File: config.mk
export PLATFORM = sky130hd
export DESIGN_NAME = integer_to_roman
export DESIGN_NICKNAME = d
export VERILOG_FILES = /design/src/hw/rtl/i2r_pkg.sv /design/src/hw/rtl/i2r_ctrl.sv /design/src/hw/rtl/i2r_datapath.sv /design/src/hw/rtl/integer_to_roman.sv
export SDC_FILE = /design/constraint.sdc
export NUM_CORES = 1
export LEC_CHECK = 0
export ABC_CLOCK_PERIOD_IN_PS = 4700
export BUFFER_PORTS_ARGS = -buffer_cell sky130_fd_sc_hd__buf_2
export CAP_MARGIN = 20
export CORE_MARGIN = 1.5
export CORE_UTILIZATION = 30
export CTS_CLUSTER_SIZE = 20
export DETAILED_ROUTE_END_ITERATION = 10
export GPL_ROUTABILITY_DRIVEN = 1
export MAX_ROUTING_LAYER = met4
export SLEW_MARGIN = 20
export SYNTH_ARGS = -nofsm -noshare
export SYNTH_HDL_FRONTEND = slang
export SYNTH_SLANG_ARGS = --single-unit
File: constraint.sdc
create_clock -name clk_i -period 4.7 [get_ports clk_i]
set_input_delay 0.705 -clock clk_i [delete_from_list [all_inputs] [get_ports clk_i]]
set_output_delay 0.705 -clock clk_i [all_outputs]
set_load 0.01 [all_outputs]
File: src/hw/rtl/i2r_pkg.sv
`timescale 1ns / 1ps
`default_nettype none

package i2r_pkg;

  localparam int ValueW   = 12;
  localparam int SymW     = 3;
  localparam int StepW    = 4;
  localparam int NumSteps = 13;

  localparam logic [ValueW-1:0] MaxValue = ValueW'(3999);

  localparam logic [SymW-1:0] SYM_I = 3'd0;
  localparam logic [SymW-1:0] SYM_V = 3'd1;
  localparam logic [SymW-1:0] SYM_X = 3'd2;
  localparam logic [SymW-1:0] SYM_L = 3'd3;
  localparam logic [SymW-1:0] SYM_C = 3'd4;
  localparam logic [SymW-1:0] SYM_D = 3'd5;
  localparam logic [SymW-1:0] SYM_M = 3'd6;

  typedef enum logic [0:0] {
    ST_IDLE,
    ST_RUN
  } i2r_state_e;

  // Commands from the controller to the datapath.
  typedef struct packed {
    logic load;
    logic emit;
  } i2r_cmd_t;

  // Status from the datapath to the controller.
  typedef struct packed {
    logic out_free;
    logic emit_last;
  } i2r_sts_t;

  function automatic logic [ValueW-1:0] step_value(input logic [StepW-1:0] idx);
    logic [ValueW-1:0] v;
    case (idx)
      4'd0:    v = 12'd1000;
      4'd1:    v = 12'd900;
      4'd2:    v = 12'd500;
      4'd3:    v = 12'd400;
      4'd4:    v = 12'd100;
      4'd5:    v = 12'd90;
      4'd6:    v = 12'd50;
      4'd7:    v = 12'd40;
      4'd8:    v = 12'd10;
      4'd9:    v = 12'd9;
      4'd10:   v = 12'd5;
      4'd11:   v = 12'd4;
      default: v = 12'd1;
    endcase
    return v;
  endfunction

  function automatic logic [SymW-1:0] step_first(input logic [StepW-1:0] idx);
    logic [SymW-1:0] s;
    case (idx)
      4'd0:    s = SYM_M;
      4'd1:    s = SYM_C;
      4'd2:    s = SYM_D;
      4'd3:    s = SYM_C;
      4'd4:    s = SYM_C;
      4'd5:    s = SYM_X;
      4'd6:    s = SYM_L;
      4'd7:    s = SYM_X;
      4'd8:    s = SYM_X;
      4'd9:    s = SYM_I;
      4'd10:   s = SYM_V;
      4'd11:   s = SYM_I;
      default: s = SYM_I;
    endcase
    return s;
  endfunction

  function automatic logic [SymW-1:0] step_second(input logic [StepW-1:0] idx);
    logic [SymW-1:0] s;
    case (idx)
      4'd1:    s = SYM_M;
      4'd3:    s = SYM_D;
      4'd5:    s = SYM_C;
      4'd7:    s = SYM_L;
      4'd9:    s = SYM_X;
      4'd11:   s = SYM_V;
      default: s = SYM_I;
    endcase
    return s;
  endfunction

  function automatic logic step_is_pair(input logic [StepW-1:0] idx);
    logic p;
    case (idx)
      4'd1, 4'd3, 4'd5, 4'd7, 4'd9, 4'd11: p = 1'b1;
      default:                             p = 1'b0;
    endcase
    return p;
  endfunction

endpackage

`default_nettype wire

File: src/hw/rtl/i2r_ctrl.sv
`timescale 1ns / 1ps
`default_nettype none

module i2r_ctrl
  import i2r_pkg::*;
(
  input  wire logic     clk_i,
  input  wire logic     rst_ni,
  input  wire logic     in_valid_i,
  output logic          in_ready_o,
  input  wire i2r_sts_t sts_i,
  output i2r_cmd_t      cmd_o
);

  i2r_state_e state_q, state_d;

  always_ff @(posedge clk_i or negedge rst_ni) begin
    if (!rst_ni) begin
      state_q <= ST_IDLE;
    end else begin
      state_q <= state_d;
    end
  end

  always_comb begin
    state_d    = state_q;
    in_ready_o = 1'b0;
    cmd_o      = '0;
    case (state_q)
      ST_IDLE: begin
        in_ready_o = 1'b1;
        if (in_valid_i) begin
          cmd_o.load = 1'b1;
          state_d    = ST_RUN;
        end
      end
      ST_RUN: begin
        if (sts_i.out_free) begin
          cmd_o.emit = 1'b1;
          if (sts_i.emit_last) begin
            state_d = ST_IDLE;
          end
        end
      end
      default: begin
        state_d = ST_IDLE;
      end
    endcase
  end

endmodule

`default_nettype wire

File: src/hw/rtl/i2r_datapath.sv
`timescale 1ns / 1ps
`default_nettype none

module i2r_datapath
  import i2r_pkg::*;
(
  input  wire logic              clk_i,
  input  wire logic              rst_ni,
  input  wire logic [ValueW-1:0] value_i,
  input  wire i2r_cmd_t          cmd_i,
  output i2r_sts_t               sts_o,
  output logic                   out_valid_o,
  input  wire logic              out_ready_i,
  output logic [SymW-1:0]        symbol_o,
  output logic                   last_o,
  output logic                   out_of_range_o
);

  logic [ValueW-1:0] rem_q, rem_d;
  logic              pending_q, pending_d;
  logic              err_q, err_d;
  logic              out_valid_q, out_valid_d;
  logic [SymW-1:0]   sym_q, sym_d;
  logic              last_q, last_d;
  logic              oor_q, oor_d;

  logic [StepW-1:0]  step;
  logic [ValueW-1:0] rem_sub;
  logic              sub_zero;

  // Largest step value that still fits in the remainder. Greedy order makes
  // this the same step the sequence would reach by walking the table.
  always_comb begin
    step = StepW'(NumSteps - 1);
    for (int i = NumSteps - 1; i >= 0; i--) begin
      if (rem_q >= step_value(StepW'(i))) begin
        step = StepW'(i);
      end
    end
  end

  assign rem_sub  = rem_q - step_value(step);
  assign sub_zero = (rem_sub == '0);

  always_comb begin
    rem_d       = rem_q;
    pending_d   = pending_q;
    err_d       = err_q;
    sym_d       = sym_q;
    last_d      = last_q;
    oor_d       = oor_q;
    out_valid_d = out_valid_q & ~out_ready_i;

    // Output-free status and the last mark the next emit would produce.
    sts_o.out_free  = ~out_valid_q | out_ready_i;
    sts_o.emit_last = 1'b0;
    if (err_q) begin
      sts_o.emit_last = 1'b1;
    end else if (pending_q) begin
      sts_o.emit_last = sub_zero;
    end else if (!step_is_pair(step)) begin
      sts_o.emit_last = sub_zero;
    end

    if (cmd_i.load) begin
      rem_d     = value_i;
      pending_d = 1'b0;
      err_d     = (value_i == '0) || (value_i > MaxValue);
    end

    if (cmd_i.emit) begin
      out_valid_d = 1'b1;
      last_d      = sts_o.emit_last;
      oor_d       = err_q;
      if (err_q) begin
        sym_d = SYM_I;
      end else if (pending_q) begin
        // Second half of a subtractive pair; the step is retired now.
        sym_d     = step_second(step);
        rem_d     = rem_sub;
        pending_d = 1'b0;
      end else if (step_is_pair(step)) begin
        sym_d     = step_first(step);
        pending_d = 1'b1;
      end else begin
        sym_d = step_first(step);
        rem_d = rem_sub;
      end
    end
  end

  always_ff @(posedge clk_i or negedge rst_ni) begin
    if (!rst_ni) begin
      out_valid_q <= 1'b0;
      pending_q   <= 1'b0;
      err_q       <= 1'b0;
    end else begin
      out_valid_q <= out_valid_d;
      pending_q   <= pending_d;
      err_q       <= err_d;
    end
  end

  always_ff @(posedge clk_i) begin
    rem_q  <= rem_d;
    sym_q  <= sym_d;
    last_q <= last_d;
    oor_q  <= oor_d;
  end

  assign out_valid_o    = out_valid_q;
  assign symbol_o       = sym_q;
  assign last_o         = last_q;
  assign out_of_range_o = oor_q;

  // An error result is a single item carrying symbol I.
  assert property (@(posedge clk_i) disable iff (!rst_ni)
    out_valid_q && oor_q |-> last_q && (sym_q == SYM_I))
    else $error("out_of_range result is not a lone symbol-I item");

  // A pending pair half always has its value still inside the remainder.
  assert property (@(posedge clk_i) disable iff (!rst_ni)
    pending_q && !err_q |-> (rem_q != '0) && step_is_pair(step))
    else $error("pending pair half without a matching remainder");

  // A valid result never carries the unused symbol code.
  assert property (@(posedge clk_i) disable iff (!rst_ni)
    out_valid_q |-> (sym_q != 3'd7))
    else $error("result carries an undefined symbol code");

  // Emitting a non-last symbol must leave work to do.
  assert property (@(posedge clk_i) disable iff (!rst_ni)
    cmd_i.emit && !sts_o.emit_last |=> !err_q && ((rem_q != '0) || pending_q))
    else $error("numeral ended without a last mark");

endmodule

`default_nettype wire

File: src/hw/rtl/integer_to_roman.sv
// Integer to Roman numeral converter.
// Input channel: in_valid_i / in_ready_o with value_i, a 12-bit unsigned
// integer. Output channel: out_valid_o / out_ready_i with symbol_o
// (0=I 1=V 2=X 3=L 4=C 5=D 6=M), last_o and out_of_range_o.
// Each accepted item yields its numeral largest symbol first, one symbol
// per result item; subtractive pairs such as CM come out as two items and
// the final item of a numeral has last_o set. Values of 0 or above 3999
// yield a single item with out_of_range_o set, symbol I and last_o set.
// A numeral has at most 15 symbols. The value is first loaded into a
// remainder-and-step datapath, which then issues one symbol per cycle
// into the single output register while the receiver does not stall.
// in_ready_o is high whenever no conversion is running, even while the
// final symbol still waits in the output register.
// A receiver stall simply holds the output register and the conversion.
// Reset clears the controller and the output valid; nothing is kept
// between items.
`timescale 1ns / 1ps
`default_nettype none

module integer_to_roman
  import i2r_pkg::*;
(
  input  wire logic              clk_i,
  input  wire logic              rst_ni,
  input  wire logic              in_valid_i,
  output logic                   in_ready_o,
  input  wire logic [ValueW-1:0] value_i,
  output logic                   out_valid_o,
  input  wire logic              out_ready_i,
  output logic [SymW-1:0]        symbol_o,
  output logic                   last_o,
  output logic                   out_of_range_o
);

  i2r_cmd_t cmd;
  i2r_sts_t sts;

  i2r_ctrl u_ctrl (
    .clk_i      (clk_i),
    .rst_ni     (rst_ni),
    .in_valid_i (in_valid_i),
    .in_ready_o (in_ready_o),
    .sts_i      (sts),
    .cmd_o      (cmd)
  );

  i2r_datapath u_datapath (
    .clk_i          (clk_i),
    .rst_ni         (rst_ni),
    .value_i        (value_i),
    .cmd_i          (cmd),
    .sts_o          (sts),
    .out_valid_o    (out_valid_o),
    .out_ready_i    (out_ready_i),
    .symbol_o       (symbol_o),
    .last_o         (last_o),
    .out_of_range_o (out_of_range_o)
  );

endmodule

`default_nettype wire

## Word level (Yosys, flattened, before mapping)

Memories as Yosys holds them, arrays and structs flattened.
Cells that the tools add are included.

- Output and inout port bits: 7
- Input bits: 16
- Memories kept: 3
- Register bits: 21
- ROM bits: 256

Memories:

| memory | words | width | read ports | clocked after Yosys merged registers in | write ports | RTL line | text |
|---|---|---|---|---|---|---|---|
| (no name shown) | 16 | 10 | 1 | 0 | 0 | i2r_pkg.sv:40 | `case (idx)` |
| (no name shown) | 16 | 3 | 1 | 0 | 0 | i2r_pkg.sv:60 | `case (idx)` |
| (no name shown) | 16 | 3 | 1 | 0 | 0 | i2r_pkg.sv:60 |  |

- Equal/unequal tests: 6
- Add/sub/neg operators: 1
- $lt $le $gt $ge: 13
- Reduce and logical (&&, ||, !) cells: 4
- Bitwise logic cells: 5
- Muxes and demuxes: 41

Operator list:

| kind | count |
|---|---|
| 12-bit 2-to-1 mux | 5 |
| 4-bit 2-to-1 mux | 11 |
| 12-bit by 10-bit >= comparator with 1-bit output (second input constant) | 2 |
| 12-bit by 3-bit >= comparator with 1-bit output (second input constant) | 2 |
| 12-bit by 4-bit >= comparator with 1-bit output (second input constant) | 2 |
| 12-bit by 6-bit >= comparator with 1-bit output (second input constant) | 2 |
| 12-bit by 7-bit >= comparator with 1-bit output (second input constant) | 2 |
| 12-bit by 9-bit >= comparator with 1-bit output (second input constant) | 2 |
| 12-bit zero test | 2 |
| 1-bit 2-to-1 mux | 20 |
| 3-bit case mux with 6 select lines | 1 |
| 12-bit greater-than comparator (second input constant) | 1 |
| 12-bit subtractor | 1 |
| 3-bit 2-to-1 mux | 3 |
| 4-bit by 3-bit == test with 1-bit output (second input constant) | 2 |
| 4-bit == test (second input constant) | 2 |
| 6-bit OR reduction | 1 |
| 4-bit by 1-bit == test with 1-bit output (second input constant) | 1 |
| 4-bit by 2-bit == test with 1-bit output (second input constant) | 1 |
| 1-bit NOT | 3 |
| 1-bit case mux with 2 select lines | 1 |
| 1-bit AND | 1 |
| 1-bit logical OR | 1 |
| 1-bit bitwise OR | 1 |

## Logic depth before layout (Yosys ltp)

Gate-level depths: netlist (run 1).

- Depth in word-level cells: 24
- Gate-level depth with buffers: 20

## By module

Synthesis (run 1) repeated with hierarchy kept, for this count alone.

- Cell total of the unflattened synthesis: 217
- Area, all modules: 1913.1 um2

Modules (own cells, without submodules):

| module | area each (um2) | sequential area each (um2) | times used | cells an instance |
|---|---|---|---|---|
| i2r_datapath | 1854.3 | 465.4 | 1 | 211 |
| i2r_ctrl | 58.8 | 25.0 | 1 | 6 |

## Least setup slack after synthesis (run 1)

No wires, ideal clock.

- Kind: register -> register
- Start point: register u_datapath.rem_q[3]
- End point: register u_datapath.last_q (netlist: u_datapath.last_o), data pin
- Setup time: 0.130 ns
- Path slack: 0.292 ns
- Stages on the path, launching flop included: 21
- Data arrival time: 4.279 ns
- Data required time: 4.570 ns
- Buffers on the path: 1
- Path through: dfxtp_1 buf_2 or4b_2 a21oi_1 a31oi_1 o22a_1 o22ai_1 and2_1 o21ai_0 ha_1 nor2_1 nor2_1 ha_1 fa_1 nor2b_1 o2111ai_2 nand3b_1 xor2_1 or4b_1 nor4_2 or2_1

RTL lines:

| item | RTL line | text |
|---|---|---|
| from (decl) | i2r_datapath.sv:19 | `logic [ValueW-1:0] rem_q, rem_d;` |
| from (signal assigned) | i2r_datapath.sv:105 | `rem_q <= rem_d;` |
| to (signal assigned) | i2r_datapath.sv:107 | `last_q <= last_d;` |
| to (decl) | i2r_datapath.sv:24 | `logic last_q, last_d;` |

==> results of run 1 <==
how the worst min path moves through the flow:
| stage | end | slack [ps] |
|---|---|---|
| after CTS | u_datapath.pending_q$_DFF_PN0_ | 230 |
| after global routing | u_datapath.out_valid_o$_DFF_PN0_ | 230 |
| final | u_ctrl.state_q$_DFF_PN0_ | 230 |
| after floorplan | u_ctrl.state_q$_DFF_PN0_ | 410 |
| after detailed placement | u_datapath.out_valid_o$_DFF_PN0_ | 500 |
| after global placement | u_datapath.out_valid_o$_DFF_PN0_ | 500 |
routing by layer:
metal  global-route usage (%)  vias to the layer above  part of all wire [%]
met5                        -                        -                     0
met4                    3.726                        0                  0.77
met3                    2.724                        6                   6.4
met2                    24.68                       68                    46
met1                    21.65                      928                    46
li1                         -                     1031                     -
cell families (layout without fill, tap and decap cells):
family                     count (synthesis)  after routing  synth area share [%]
and+or+nand+nor                          136            136                 33.58
muxes                                      3              3                 1.482
AOI/OAI and AO/OA                         72             72                 23.02
xor gates and xnor gates                   6              6                 2.593
DFF                                       21             21                 24.20
buffers and inverters                     20             43                 4.877
adders and majority gates                 16             16                 10.25
state kept, by name, indices dropped and copies added, names as in the netlist:
| name | flops |
|---|---|
| u_ctrl.state_q | 1 |
| u_datapath.err_q | 1 |
| u_datapath.last_o | 1 |
| u_datapath.out_of_range_o | 1 |
| u_datapath.out_valid_o | 1 |
| u_datapath.pending_q | 1 |
| u_datapath.rem_q | 12 |
| u_datapath.symbol_o | 3 |
metrics by stage:
step                util, %  cell area (um2)  hold WS (ps)
finish                36.26             2328         229.4
detailed placement    34.52             2217         503.6
CTS                   35.24             2263         228.3
global route          36.26             2328         225.1
floorplan                 -             2027         409.4
global placement      34.52             2217         500.2
area by class of cell:
cell class	instances	area (um2)	area share, %
clock inverter	1	5.005	0.2149
sequential	21	491.7	21.12
timing repair buffer	31	177.7	7.630
clock buffer	3	41.29	1.773
tap	77	96.34	4.138
inverter	8	30.03	1.290
multi-input combinational	233	1486	63.84
critical path, cell delays in order, from the launching register on:
cell	delay, ps
dfxtp_1	320
or4b_2	680
a21oi_2	140
a31oi_1	50
o22a_1	220
o22ai_1	150
and2_4	180
o21ai_2	90
ha_4	310
nand2_1	50
nand2_1	60
a21oi_1	60
ha_1	330
nor2b_2	180
o2111ai_2	250
nand3b_1	130
xor2_1	170
or4b_4	560
nor4_4	280
or2_1	140
cells in the final DEF, fill, tap and decap left out, types with 5 or more instances in the layout:
master and n:
a21oi_1 16, nor3_1 5, dfxtp_1 11, ha_1 13
edfxtp_1 5, nand3_1 8, o21ai_0 13, a31oi_1 8
buf_2 22, o21a_1 6, inv_1 8, nor2_1 32
nand2_1 51, buf_4 9
cells in the mapped netlist (3+ instances only):
library cell,n,area [um2]
a211oi_1,3,22.52
clkbuf_1,5,18.77
dfxtp_1,12,240.2
edfxtp_1,5,150.1
dfrtp_1,4,100.1
a31oi_1,9,56.30
or2_2,4,25.02
xor2_1,3,26.28
xnor2_1,3,26.28
mux2i_1,3,30.03
nand2b_1,3,18.77
nor3_1,5,25.02
nor4_1,4,25.02
inv_1,8,30.03
nand2_1,51,191.4
buf_2,4,20.02
nand3_1,8,40.04
nand4_1,3,18.77
a21oi_1,17,85.08
ha_1,15,187.7
o21ai_0,15,75.07
o211ai_1,3,22.52
and3_1,3,18.77
nor2b_1,4,25.02
and2_1,3,18.77
o21a_1,6,45.04
nor2_1,32,120.1
what timing repair did:
item | 4_1_cts | 5_1_grt
buffers inserted | 0 | 2
setup endpoints to repair | 0 | 2
hold buffers | 0 | 0
gates resized for setup | 0 | 13
==> flow_summary.json, run 1 <==
{
  "drc_errors": 4,
  "grt_max_degree": 22,
  "vias": 2033,
  "start_util_pct": 31.56,
  "clock.fmax_mhz": 223.8,
  "clk_latency_ps": 260,
  "setup_viol": 0,
  "antenna_found_initial": 0,
  "synth_seq_area_share_pct": 24.20,
  "yosysWarnings": 0,
  "cp.required_ps": 4840,
  "slew_headroom_pct": 34.07,
  "maxCapViolations": 0,
  "synth_fp_nets": 306,
  "syn_avg_cell_area_um2": 7.398,
  "skew_ps": 4.966,
  "wl_um": 5605,
  "worstHoldPathType": "in2async",
  "h-tree-depth": 1,
  "crit_end": "u_datapath.last_o$_DFFE_PP_",
  "cts_inserted_buffers": 3,
  "violations": "DRC",
  "preCtsSetupSlack_ps": 38.07,
  "startpoint": "u_datapath.rem_q[3]$_DFF_P_",
  "routed_via_density": 5.436,
  "start_kind": "register",
  "worst_setup_path_end_kind": "register",
  "port-buffer-count": 22,
  "grtUsageTotal_pct": 15.93,
  "synth_cells": 274,
  "clockBufferDepth": 2,
  "cts_tree": "done",
  "status": "complete, but fails checks",
  "tightest_slew_ps": 986.9,
  "synth.distinct_cells": 57,
  "synth-main-ff-cell": "dfxtp_1",
  "drt_pass1_iterations": 9,
  "synth_edf_count": 5,
  "finalCriticalPeriod_ps": 4469,
  "die_w_um": 85.20,
  "rsz0062_at_grt": "no",
  "setup_tns_ps": 0,
  "rrSetupSlack_ps": 230,
  "die_h_um": 85.20,
  "worstReg2RegStart": "u_datapath.rem_q[3]$_DFF_P_",
  "placementRows": 29,
  "grt_pass1_wl_um": 9052,
  "r2r_cells": 19,
  "dieArea_mm2": 0.007258,
  "io_pins": 23,
  "n_antenna_cell": 0,
  "async_flop_share_pct": 19.05,
  "dp_hpwl_um": 4358,
  "clock-sinks": 21,
  "timing.final.crit_share_pct": 95.08,
  "drv_slew": 0,
  "antenna_left": 0,
  "avgRoutedWirePerCell_um": 14.99,
  "grt_pass1_vias": 1916,
  "syn_to_final_growth_pct": 14.88,
  "cts_root_buffer": "clkbuf_8",
  "fin_nets": 330,
  "place_inst": 368,
  "path_clk_slew_ps": 80,
  "ys_ff_latch": 21,
  "core_mm2": 0.006422,
  "path_max_fanout": 4,
  "routabilityCongestion": 0.8955,
  "grt_remaining_overflow": 0,
  "drive_gt1_share_pct": 19.53,
  "finalHoldViolations": 0,
  "crit_arrival_ps": 4610,
  "setup_ws_ps": 231.3,
  "initialDrtViolationCount": 162,
  "r2r_end": "u_datapath.last_o$_DFFE_PP_",
  "setup.worst_path.class": "reg2reg",
  "stdcell_count": 374,
  "syn_area_mm2": 0.002027,
  "fill_cells": 683
}
Power of run 1 is not shown: default switching activity piles up to over one toggle a cycle in this logic, so the estimate is an artifact.
==> run 2, diff against run 1 <==
--- a/config.mk
+++ b/config.mk
@@ -10,2 +10,3 @@
 export CAP_MARGIN = 20
+export CORE_ASPECT_RATIO = 0.5
 export CORE_MARGIN = 1.5
==> constraint.sdc (replaced) <==
create_clock -name clk_i -period 4.7 [get_ports clk_i]
set_input_delay 0.235 -clock clk_i [delete_from_list [all_inputs] [get_ports clk_i]]
set_output_delay 0.235 -clock clk_i [all_outputs]
set_load 0.01 [all_outputs]
==> flow_summary.json, run 2 (synthesis gave the netlist of run 1 again) <==
{
  "slew_headroom_pct": 37.71,
  "die_w_um": 119.2,
  "start_util_pct": 32.27,
  "vias": 2068,
  "n_antenna_cell": 0,
  "final_cell_mix": "51 x nand2_1, 32 x nor2_1, 22 x buf_2",
  "fin_nets": 328,
  "cts_tree": "done",
  "finalHoldViolations": 0,
  "cp.required_ps": 4700,
  "drt_pass1_iterations": 4,
  "placementRows": 20,
  "core_mm2": 0.006281,
  "avgRoutedWirePerCell_um": 14.19,
  "drc_errors": 0,
  "dieArea_mm2": 0.007289,
  "dp_hpwl_um": 4292,
  "wl_um": 5435,
  "antenna_left": 0,
  "largest_reg_flops": 12,
  "rsz0062_at_grt": "no",
  "routabilityCongestion": 0.9540,
  "die_h_um": 61.13,
  "syn_to_final_growth_pct": 17.22,
  "routed_via_density": 5.399,
  "maxCapViolations": 0,
  "clockBufferDepth": 2,
  "clock-sinks": 21,
  "grt_max_degree": 22,
  "grtUsageTotal_pct": 16.18,
  "worst_setup_path_end_kind": "register",
  "grt_pass1_wl_um": 8997,
  "io_pins": 23,
  "h-tree-depth": 1,
  "grt_pass1_vias": 1857,
  "clk_latency_ps": 250,
  "setup_viol": 0,
  "drive_gt1_share_pct": 18.31,
  "port-buffer-count": 22,
  "path_clk_slew_ps": 50,
  "tightest_slew_ps": 932.4,
  "setup.worst_path.class": "reg2reg",
  "final_common_cell": "nand2_1",
  "largest-register": "u_datapath.rem_q",
  "cts_inserted_buffers": 3,
  "rrSetupSlack_ps": 240,
  "post-route-util_pct": 37.83,
  "crit_arrival_ps": 4460,
  "worstHoldPathType": "in2reg",
  "start_kind": "register",
  "path_max_fanout": 4,
  "drv_slew": 0,
  "skew_ps": 3.812,
  "timing.final.crit_share_pct": 94.86,
  "cts_root_buffer": "clkbuf_16",
  "finalCriticalPeriod_ps": 4459,
  "initialDrtViolationCount": 172,
  "grt_remaining_overflow": 0,
  "clock.fmax_mhz": 224.3,
  "antenna_found_initial": 0,
  "status": "finished clean",
  "setup_tns_ps": 0
}
run 2: path summary, 6_finish.rpt:
kind,endpoint,from,cells after the start
min in group asynchronous,u_datapath.err_q$_DFFE_PN0P_,rst_ni,2
worst min-delay path,u_datapath.rem_q[4]$_DFF_P_,value_i[4],3
max in group asynchronous,u_datapath.pending_q$_DFF_PN0_,rst_ni,2
worst max-delay path,u_datapath.last_o$_DFFE_PP_,u_datapath.rem_q[0]$_DFF_P_,19
worst min register to register,u_datapath.out_valid_o$_DFF_PN0_,u_datapath.out_valid_o$_DFF_PN0_,2
worst max register to register,u_datapath.last_o$_DFFE_PP_,u_datapath.rem_q[0]$_DFF_P_,19
run 2: metrics by stage:
step | instance area, um2 | cells | setup slack, ps | hold slack [ps]
floorplan | 2027 | 274 | 291.6 | -60.59
global placement | 2208 | 376 | 227.4 | 48.58
detailed placement | 2208 | 376 | 123.7 | 53.23
CTS | 2297 | 381 | 105.5 | 258.7
global route | 2376 | 383 | 34.68 | 270.3
finish | 2376 | 383 | 241.4 | 261.8
run 2: final cells by class:
class                           instances  area, um2
Timing Repair Buffer                   29      165.2
Multi-Input combinational cell        233       1501
Fill cell                             653       3905
Sequential cell                        21      490.5
Clock buffer                            4      78.83
Tap cell                               88      110.1
Inverter                                8      30.03
run 2: per-layer routing:
metal	share of wire, %	GRT usage, %
met2	46	27.42
met4	0.50	4.303
met1	45	20.43
met5	0	-
met3	8.2	2.963
run 2: repair_timing:
item	in CTS	in global routing
setup buffers	0	2
endpoints found under the setup margin	0	2
hold buffers	1	0
resized for setup	0	15
endpoints found under the hold margin	4	0
run 2: critical path, stage by stage (launching register included):
cell and delay (ps):
dfxtp_1 340, or4b_2 650, a21oi_2 130, a31oi_1 50, o22a_1 210, o22ai_1 150, and2_4 180, o21ai_2 70
ha_1 350, nand2_1 70, nand2_1 80, a21oi_2 60, ha_1 370, o21ai_0 260, a21oi_1 100, o31a_1 280
or2_2 290, a31oi_2 260, nor4_4 80, or2_1 230
Power of run 2 is left out for the same reason.
==> run 3, diff against run 2 <==
- CORE_UTILIZATION: 30 -> 50
- PLACE_DENSITY: default -> 0.73
- SLEW_MARGIN: 20 -> 0
==> flow_summary.json, run 3 (synthesis gave the netlist of run 1 again) <==
{
  "drv_slew": 0,
  "drive_gt1_share_pct": 18.09,
  "busiest_layer": "met2",
  "placementRows": 16,
  "grt_pass1_wl_um": 8286,
  "avgRoutedWirePerCell_um": 15.42,
  "maxCapViolations": 0,
  "cp.required_ps": 4840,
  "finalCriticalPeriod_ps": 4499,
  "clock-sinks": 21,
  "start_util_pct": 51.92,
  "die_h_um": 48.02,
  "syn_to_final_growth_pct": 13.15,
  "cts_setup_buffers": 0,
  "slowest_stage": "or4b_2",
  "clk_latency_ps": 260,
  "vias": 2085,
  "grtUsageTotal_pct": 25.77,
  "final_common_cell": "nand2_1",
  "path_clk_slew_ps": 80,
  "initialDrtViolationCount": 175,
  "n_antenna_cell": 0,
  "timing.final.crit_share_pct": 95.72,
  "cp_cell_sequence": "or4b_2 > a21oi_2 > a31oi_1 > o22a_1 > o22ai_2 > and2_4 > o21ai_2 > ha_4 > nor2_1 > nor2_1 > ha_2 > fa_2 > nor2b_4 > o2111ai_4 > nand3b_1 > xor2_1 > or4b_4 > nor4_4 > or2_1",
  "rrSetupSlack_ps": 200,
  "worstReg2RegStart": "u_datapath.rem_q[0]$_DFF_P_",
  "start_kind": "register",
  "clockBufferDepth": 2,
  "wl_um": 5351,
  "routabilityCongestion": 0.8795,
  "setup.worst_path.class": "reg2reg",
  "grtUsageMet3_pct": 4.762,
  "min_from": "value_i[4]",
  "tightest_slew_ps": 1007,
  "setup_tns_ps": 0,
  "largest-register": "u_datapath.rem_q",
  "slew_headroom_pct": 32.73,
  "io_pins": 23,
  "skew_ps": 2.177,
  "status": "finished clean",
  "worstHoldPathType": "in2reg",
  "r2r_end": "u_datapath.last_o$_DFFE_PP_",
  "cts_tree": "done",
  "grt_remaining_overflow": 0,
  "use_met2_pct": 39.27,
  "cts_inserted_buffers": 3,
  "finalHoldViolations": 0,
  "die_w_um": 93.05,
  "worstHoldPathCells": 3,
  "cts_root_buffer": "clkbuf_8",
  "final_cell_mix": "51 x nand2_1, 32 x nor2_1, 22 x buf_2",
  "r2r_cells": 19,
  "dieArea_mm2": 0.004468,
  "drt_pass1_iterations": 5,
  "antenna_left": 0,
  "crit_top_cell": "nor2_1",
  "routed_via_density": 6.009,
  "slowest_delay_ps": 650,
  "setup_viol": 0,
  "worstHoldEndpoint": "u_datapath.rem_q[4]$_DFF_P_",
  "hold_ws_ps": 242.6,
  "crit_arrival_ps": 4630,
  "dp_hpwl_um": 4107,
  "h-tree-depth": 1,
  "grt_max_degree": 22,
  "antenna_found_initial": 0,
  "drc_errors": 0,
  "core_mm2": 0.003904,
  "clock.fmax_mhz": 222.3,
  "path_max_fanout": 4,
  "use_met1_pct": 34.72,
  "grt_pass1_vias": 1712,
  "largest_reg_flops": 12,
  "worst_setup_path_end_kind": "register",
  "fin_nets": 326,
  "port-buffer-count": 22
}
## run 3: how the worst max path moves through the flow
stage	start	endpoint	slack (ps)	cells after the start
finish	u_datapath.rem_q[0]$_DFF_P_	u_datapath.last_o$_DFFE_PP_	200	19
global route	u_datapath.rem_q[0]$_DFF_P_	u_datapath.last_o$_DFFE_PP_	-30	19
CTS	u_datapath.rem_q[3]$_DFF_P_	u_datapath.last_o$_DFFE_PP_	7	19
detailed placement	u_datapath.rem_q[3]$_DFF_P_	u_datapath.last_o$_DFFE_PP_	50	19
global placement	u_datapath.rem_q[3]$_DFF_P_	u_datapath.last_o$_DFFE_PP_	130	19
floorplan	u_datapath.rem_q[3]$_DFF_P_	u_datapath.last_o$_DFFE_PP_	290	20
## run 3: layer usage
metal	wire (um)	up-vias
li1	-	1029
met1	2579	949
met2	2243	92
met3	385	15
met4	142	0
met5	0	-
## run 3: what timing repair did
action | CTS | global route
resized for setup | 0 | 14
endpoints found under the setup margin | 0 | 3
hold buffers | 1 | 0
hold endpoints to repair | 4 | 0
## run 3: through the flow
step / area, um2 / instances / worst slack, ps / util (%)
after detailed placement: 2166 / 342 / 47.58 / 55.48
after CTS: 2222 / 347 / 7.011 / 56.92
after floorplan: 2027 / 274 / 291.6 / -
final: 2293 / 347 / 201.2 / 58.75
after global placement: 2166 / 342 / 130.1 / 55.48
after global routing: 2293 / 347 / -29.24 / 58.75
## run 3: critical path: cells and delay by family, from the launching register on
kind / cells / cell delay (ps)
AOI/OAI and AO/OA: 6 / 800
xor gates and xnor gates: 1 / 90
adders and majority gates: 3 / 870
DFF: 1 / 340
and+or+nand+nor: 9 / 2270
## run 3: layout make-up
class                      instances  area (um2)
inverter                           8       30.03
timing repair buffer              27       150.1
clock inverter                     1       5.005
fill                             343        1610
tap                               54       67.56
clock buffer                       3       41.29
multi-input combinational        233        1509
sequential                        21       490.5
Power of run 3 is left out for the same reason.
